===== config.mk =====
export PLATFORM = sky130hd
export DESIGN_NAME = lru_key_tracker_unit
export DESIGN_NICKNAME = d
export VERILOG_FILES = /design/src/rtl/lkt_pkg.sv /design/src/rtl/lkt_cell.sv /design/src/rtl/lru_key_tracker_unit.sv
export SDC_FILE = /design/constraint.sdc
export NUM_CORES = 1
export LEC_CHECK = 0
export ABC_AREA = 1
export BUFFER_PORTS_ARGS = -buffer_cell sky130_fd_sc_hd__buf_4
export CAP_MARGIN = 20
export CORE_UTILIZATION = 35
export CTS_BUF_LIST = sky130_fd_sc_hd__clkbuf_8
export DETAILED_ROUTE_END_ITERATION = 7
export GPL_TIMING_DRIVEN = 0
export HOLD_SLACK_MARGIN = 0.05
export PLACE_DENSITY = 0.58
export SLEW_MARGIN = 20
export SYNTH_ARGS = -nofsm -noshare
export SYNTH_HDL_FRONTEND = slang
export SYNTH_HIERARCHICAL = 1
export SYNTH_SLANG_ARGS = --single-unit

===== constraint.sdc =====
create_clock -name i_clk -period 12.2 [get_ports i_clk]
set_input_delay 0.61 -clock i_clk [delete_from_list [all_inputs] [get_ports i_clk]]
set_output_delay 0.61 -clock i_clk [all_outputs]
set_load 0.005 [all_outputs]

===== src/rtl/lkt_pkg.sv =====
// Shared package of the LRU key tracker: default sizes, port widths and the
// control bundle broadcast from the top level to the cell row.
// No dependencies.
`default_nettype none

package lkt_pkg;

    // Defaults for the top-level parameters
    localparam int MAX_ENTRIES = 16;
    localparam int KEY_BITS    = 32;

    // Fixed port widths
    localparam int KEY_W = 32;
    localparam int CAP_W = 5;
    localparam int OCC_W = 5;

    localparam logic [CAP_W-1:0] CAP_RESET = CAP_W'(16);

    // Per-access control seen by every cell
    typedef struct packed {
        logic take;   // access transferred this cycle
        logic hit;    // key found somewhere in the row
        logic evict;  // miss with the row at capacity
    } t_lkt_ctl;

endpackage

`default_nettype wire


===== src/rtl/lkt_cell.sv =====
// One position of the recency row: a stored key, its valid mark, the match
// compare and the shift towards the back. Depends on lkt_pkg.
`default_nettype none

module lkt_cell #(
    parameter int KEY_BITS = lkt_pkg::KEY_BITS
) (
    input  wire                    i_clk,
    input  wire                    i_rst_n,
    input  lkt_pkg::t_lkt_ctl      i_ctl,
    input  wire  [KEY_BITS-1:0]    i_key,        // key being looked up
    input  wire  [KEY_BITS-1:0]    i_prev_key,   // from the more recent neighbour
    input  wire                    i_prev_valid,
    input  wire                    i_found,      // match at a more recent position
    input  wire                    i_next_valid,
    input  wire  [KEY_BITS-1:0]    i_ev_key,     // tail key collected so far
    output logic [KEY_BITS-1:0]    o_key,
    output logic                   o_valid,
    output logic                   o_found,
    output logic [KEY_BITS-1:0]    o_ev_key
);

    logic [KEY_BITS-1:0] r_key;
    logic                r_valid;
    logic                w_match;
    logic                w_tail;
    logic                w_shift;

    assign w_match = r_valid && (r_key == i_key);
    assign w_tail  = r_valid && !i_next_valid;

    // Hit: everything down to the first match moves. Evict: every valid
    // position moves, dropping the tail. Grow: one past the tail moves too.
    always_comb begin
        if (i_ctl.hit) begin
            w_shift = i_ctl.take && !i_found;
        end else if (i_ctl.evict) begin
            w_shift = i_ctl.take && r_valid;
        end else begin
            w_shift = i_ctl.take && i_prev_valid;
        end
    end

    always_ff @(posedge i_clk) begin
        if (!i_rst_n) begin
            r_valid <= 1'b0;
        end else if (w_shift) begin
            r_valid <= i_prev_valid;
        end
    end

    always_ff @(posedge i_clk) begin
        if (w_shift) begin
            r_key <= i_prev_key;
        end
    end

    assign o_key    = r_key;
    assign o_valid  = r_valid;
    assign o_found  = i_found || w_match;
    assign o_ev_key = i_ev_key | ({KEY_BITS{w_tail}} & r_key);

endmodule

`default_nettype wire


===== src/rtl/lru_key_tracker_unit.sv =====
// Top level of the LRU key tracker: cell row, occupancy count, capacity
// register and output register. Depends on lkt_pkg and lkt_cell.
`default_nettype none

// Fully associative LRU tracker, most recent key at the head of a row of
// MAX_ENTRIES cells. On each access every cell compares its key with the
// incoming one in parallel, the first match ripples down the row, and in the
// same cycle the row shifts and the result lands in the output register. An
// access can therefore be transferred every cycle while the result side keeps
// up; the result is registered and appears in the cycle after its transfer.
// Capacity is clamped to 1..MAX_ENTRIES; lowering it below the current
// occupancy drops nothing at once, later misses then evict one key each.
// The capacity port is always ready.
module lru_key_tracker_unit #(
    parameter int MAX_ENTRIES = lkt_pkg::MAX_ENTRIES,
    parameter int KEY_BITS    = lkt_pkg::KEY_BITS
) (
    input  wire                          i_clk,
    input  wire                          i_rst_n,
    // access channel
    input  wire                          i_in_valid,
    output logic                         o_in_stall,
    input  wire  [lkt_pkg::KEY_W-1:0]    i_key,
    // result channel
    output logic                         o_out_valid,
    input  wire                          i_out_stall,
    output logic                         o_hit,
    output logic                         o_evicted,
    output logic [lkt_pkg::KEY_W-1:0]    o_evicted_key,
    output logic [lkt_pkg::OCC_W-1:0]    o_occupancy,
    // capacity register
    input  wire                          i_cfg_valid,
    output logic                         o_cfg_ready,
    input  wire  [lkt_pkg::CAP_W-1:0]    i_cfg_data
);

    localparam int CNT_W = $clog2(MAX_ENTRIES + 1);
    localparam int CMP_W = (CNT_W > lkt_pkg::CAP_W) ? CNT_W : lkt_pkg::CAP_W;
    localparam logic [CMP_W-1:0] MAX_CMP = CMP_W'(MAX_ENTRIES);

    logic [lkt_pkg::CAP_W-1:0]  r_cap;
    logic [CNT_W-1:0]           r_count;
    logic [CNT_W-1:0]           n_count;
    logic                       r_out_valid;
    logic                       r_hit;
    logic                       r_evicted;
    logic [lkt_pkg::KEY_W-1:0]  r_evicted_key;
    logic [lkt_pkg::OCC_W-1:0]  r_occupancy;

    logic                       w_take;
    logic [CMP_W-1:0]           w_cap_raw;
    logic [CMP_W-1:0]           w_cap_eff;
    logic [CMP_W-1:0]           w_count_cmp;
    logic                       w_evict;
    lkt_pkg::t_lkt_ctl          w_ctl;

    logic [KEY_BITS+lkt_pkg::KEY_W-1:0] w_key_ext;
    logic [KEY_BITS-1:0]                w_key;
    logic [KEY_BITS+lkt_pkg::KEY_W-1:0] w_ev_ext;

    // chain nets: index g is the input side of cell g
    logic [KEY_BITS-1:0] w_chain_key   [0:MAX_ENTRIES];
    logic                w_chain_valid [0:MAX_ENTRIES];
    logic                w_chain_found [0:MAX_ENTRIES];
    logic [KEY_BITS-1:0] w_chain_ev    [0:MAX_ENTRIES];

    assign w_key_ext = {{KEY_BITS{1'b0}}, i_key};
    assign w_key     = w_key_ext[KEY_BITS-1:0];

    assign o_in_stall  = r_out_valid && i_out_stall;
    assign w_take      = i_in_valid && !o_in_stall;
    assign o_cfg_ready = 1'b1;

    // effective capacity, clamped to 1..MAX_ENTRIES
    always_comb begin
        w_cap_raw = CMP_W'(r_cap);
        if (w_cap_raw == '0) begin
            w_cap_eff = CMP_W'(1);
        end else if (w_cap_raw > MAX_CMP) begin
            w_cap_eff = MAX_CMP;
        end else begin
            w_cap_eff = w_cap_raw;
        end
    end

    assign w_count_cmp = CMP_W'(r_count);
    assign w_evict     = !w_chain_found[MAX_ENTRIES] && (w_count_cmp >= w_cap_eff);

    assign w_ctl.take  = w_take;
    assign w_ctl.hit   = w_chain_found[MAX_ENTRIES];
    assign w_ctl.evict = w_evict;

    // head of the row loads the new key
    assign w_chain_key[0]   = w_key;
    assign w_chain_valid[0] = 1'b1;
    assign w_chain_found[0] = 1'b0;
    assign w_chain_ev[0]    = '0;

    genvar g;
    generate
        for (g = 0; g < MAX_ENTRIES; g++) begin : g_cell
            logic w_next_valid;
            logic w_own_valid;

            if (g == MAX_ENTRIES - 1) begin : g_last
                assign w_next_valid = 1'b0;
            end else begin : g_mid
                assign w_next_valid = g_cell[g+1].w_own_valid;
            end

            lkt_cell #(
                .KEY_BITS (KEY_BITS)
            ) u_cell (
                .i_clk        (i_clk),
                .i_rst_n      (i_rst_n),
                .i_ctl        (w_ctl),
                .i_key        (w_key),
                .i_prev_key   (w_chain_key[g]),
                .i_prev_valid (w_chain_valid[g]),
                .i_found      (w_chain_found[g]),
                .i_next_valid (w_next_valid),
                .i_ev_key     (w_chain_ev[g]),
                .o_key        (w_chain_key[g+1]),
                .o_valid      (w_own_valid),
                .o_found      (w_chain_found[g+1]),
                .o_ev_key     (w_chain_ev[g+1])
            );

            assign w_chain_valid[g+1] = w_own_valid;
        end
    endgenerate

    always_comb begin
        n_count = r_count;
        if (!w_chain_found[MAX_ENTRIES] && !w_evict) begin
            n_count = r_count + CNT_W'(1);
        end
    end

    assign w_ev_ext = {{lkt_pkg::KEY_W{1'b0}}, w_chain_ev[MAX_ENTRIES]};

    always_ff @(posedge i_clk) begin
        if (!i_rst_n) begin
            r_cap       <= lkt_pkg::CAP_RESET;
            r_count     <= '0;
            r_out_valid <= 1'b0;
        end else begin
            if (i_cfg_valid) begin
                r_cap <= i_cfg_data;
            end
            if (w_take) begin
                r_count     <= n_count;
                r_out_valid <= 1'b1;
            end else if (!i_out_stall) begin
                r_out_valid <= 1'b0;
            end
        end
    end

    always_ff @(posedge i_clk) begin
        if (w_take) begin
            r_hit         <= w_chain_found[MAX_ENTRIES];
            r_evicted     <= w_evict;
            r_evicted_key <= w_evict ? w_ev_ext[lkt_pkg::KEY_W-1:0] : '0;
            r_occupancy   <= lkt_pkg::OCC_W'(n_count);
        end
    end

    assign o_out_valid   = r_out_valid;
    assign o_hit         = r_hit;
    assign o_evicted     = r_evicted;
    assign o_evicted_key = r_evicted_key;
    assign o_occupancy   = r_occupancy;

endmodule

`default_nettype wire


==> run summary <==
clock root cell -> clkbuf_8
CP most frequent cell -> nand2_1
Worst EP required -> 12.53 ns
max cap viols -> 0
Mapped Area -> 0.0361 sq mm
PostCTS Resize Cnt -> 0
Worst Path Max Fanout -> 34
Bufs on Longest Clock Path -> 3
Core Region -> 0.102 sq mm
Synth Register Bits -> 578
outcome -> complete, no violations
GRT overflow -> 0
post-synthesis simple-gate area fraction -> 14.6%
fin. max-slew vios -> 0
worst hold margin -> 0.152 ns
CTS HTree Levels -> 3
cts bufs inserted -> 105
CTS Hold Bufs -> 0
Adder-Cell Fraction of Synth Area -> 0.208%
Post-CTS Setup Bufs -> 0
Worst Clk Skew -> 0.0384 ns
# nets final -> 4004
critical path type -> flop to flop
routed vias/inst -> 4.19
Antenna Nets Post-Route -> 0
fillers -> 10100
average cell area after synthesis -> 9.67 sq um
Synth Area in Compound Gates -> 20.5%
peak supply drop -> 72.8 uV
largest net degree at the start of global routing -> 35
DRT iter0 DRCs -> 838
XOR/XNOR share of the synthesized area -> 4.69%
worst skew pair latency -> 0.71 ns
pre-CTS WS -> 5.15 ns
mux contribution to synthesized area -> 0%
min Tclk post-route -> 5.99 ns
die area -> 0.104 sq mm
Arrival @ worst endpoint -> 6.32 ns
Hold/Removal Path Class -> primary input to flop
CTS sink count -> 578
measured slew at the worst slew-check pin -> 0.995 ns
Synth cell types -> 30
Initial Util -> 35.4%
crit end category -> flop
fraction of layout cells with a size suffix above 1 -> 19.8%
Multi-input gate area -> 0.0146 sq mm
via count -> 22600
Setup WS post-layout -> 6.21 ns
die height -> 323 um
Max Fclk -> 0.167 GHz
routed len/inst -> 13.4 um
P_leak -> 18.0 nW
die span in x -> 323 um
crit start category -> flop
Yosys warnings -> 6
setup violators final -> 0
Final TNS setup -> 0 ns
RSZ-0062 raised after global routing -> false
routability congestion estimate -> 0.824
Synth top area share -> 45.9%
PwrDens -> 126 mW/mm^2
Placed Instance Area -> 0.0386 sq mm
vias in the first global route -> 22900
fin area -> 0.0404 sq mm
drt drc -> 0
I/O Buffers -> 82
TritonCTS clock tree -> built
FF+latch area -> 0.0171 sq mm
Overall Global Routing Usage -> 14.1%
Tot Pwr -> 0.00510 W
row count -> 117
area leader, netlist -> edfxtp_1
Tcrit/Tclk final -> 49.1%
drt first pass iters -> 5
clock transition at the registers of the reported paths -> 0.06 ns
register area share after synthesis -> 47.4%
Fin. Hold Viols -> 0
DRT Wirelength -> 72200 um
synth top area cells -> edfxtp_1 46%, o21bai_2 11%, inv_1 9.4%
post-DP HPWL -> 56700 um
first-pass GRT wire length -> 117000 um
Rel. slew slack -> 33.6%
Layout area overhead -> 12.0%
main combinational cell family by area after synthesis -> compound AO/OA/AOI/OAI gates
initial antenna violation count -> 2
Cells after Synth -> 3729
Critical Path Slowest Stage Cell -> inv_2
slowest stage delay, CP -> 0.53 ns
io pins -> 84
==> synthesized netlist by cell type <==
library cell  number
buf_2              1
xor2_1            33
a21boi_0          16
nand3_1           39
or2_1             16
o21bai_4         128
inv_1            900
a21oi_4            1
a21oi_1           38
ha_1               6
nand2_1          894
buf_4              1
nand3_2            1
nand2_2            2
o22ai_1           16
buf_8             16
dfxtp_1           27
o21bai_2         352
o21ai_0           69
conb_1             2
nor2_2            10
inv_2             16
edfxtp_1         551
nand4_1           87
buf_12            32
buf_6             19
nor2_1           263
xnor2_1          160
o21bai_1          32
nand2_4            1
==> power breakdown <==
part,internal [W],switching (W),leakage (nW)
Clock,0.000823,0.000817,1.09
Combinational,0.000508,0.000520,11.5
Sequential,0.00234,0.0000826,5.38
==> critical path, delay by kind of cell, from the launching register on <==
kind | cells | cell delay, ns
compound gates | 1 | 0.10
xor+xnor | 1 | 0.18
buf+inv | 19 | 2.07
flops | 1 | 0.42
simple gates | 24 | 2.80
==> worst paths after layout <==
kind,start,to,slack [ns],cells after the start
setup / recovery,g_cell[0].u_cell/o_key[4]$_DFFE_PP_,g_cell[6].u_cell/o_key[5]$_DFFE_PP_,6.21,45
setup reg to reg,g_cell[0].u_cell/o_key[4]$_DFFE_PP_,g_cell[6].u_cell/o_key[5]$_DFFE_PP_,6.21,45
hold / removal,i_cfg_data[2],r_cap[2]$_SDFFE_PN0P_,0.15,3
hold reg to reg,g_cell[8].u_cell/o_key[5]$_DFFE_PP_,g_cell[9].u_cell/o_key[5]$_DFFE_PP_,0.43,0
==> layer usage <==
layer,global-route usage [%],vias up,share of wire (%)
met5,0,-,0
met1,17.3,9976,45
met2,24.7,317,48
li1,-,12200,-
met4,5.99,0,3.8
met3,2.16,138,3.2
==> final cells by class <==
type                    instances  share of cell area, %
well taps                    1368                   4.24
plain buffers                  69                   2.74
inverters                     916                   8.51
repair buffers                 84                   1.62
multi-input cells            2202                   36.1
diodes                          2                 0.0124
flip-flops and latches        578                   42.3
clock inverters                73                  0.756
clock buffers                 110                   3.75
==> cells in the final DEF, fill, tap and decap left out, drive strengths merged <==
| cell | instances |
|---|---|
| clkbuf | 110 |
| nor2 | 273 |
| edfxtp | 551 |
| nand4 | 87 |
| nand2 | 897 |
| dfxtp | 27 |
| o22ai | 16 |
| o21bai | 512 |
| clkinv | 21 |
| xor2 | 33 |
| diode | 2 |
| a21oi | 39 |
| o21ai | 69 |
| inv | 965 |
| xnor2 | 160 |
| buf | 153 |
| or2 | 16 |
| a21boi | 16 |
| ha | 6 |
| conb | 38 |
| clkinvlp | 3 |
| nand3 | 40 |
==> state kept, by name (all words and copies together), names as in the netlist <==
signal                 cells
o_out_valid                1
g_cell.u_cell/o_valid     16
o_evicted                  1
o_hit                      1
o_occupancy                5
o_evicted_key             32
g_cell.u_cell/o_key      512
r_count                    5
r_cap                      5
==> stage by stage <==
step           instances  util [%]
5_1_grt             5402      39.6
3_3_place_gp        5215      37.8
6_report            5402      39.6
4_1_cts             5400      39.6
3_5_place_dp        5217      37.9
2_1_floorplan       3765         -
==> cells by family (layout without fill, tap and decap cells) <==
group,count (synthesis),after routing
XOR/XNOR,193,193
AND/OR/NAND/NOR,1313,1313
other,2,40
flip-flops,578,578
adder cells (fa/ha/maj),6,6
AO/OA/AOI/OAI,652,652
buffers and inverters,985,1252
Power figures use the tool's default switching activity.
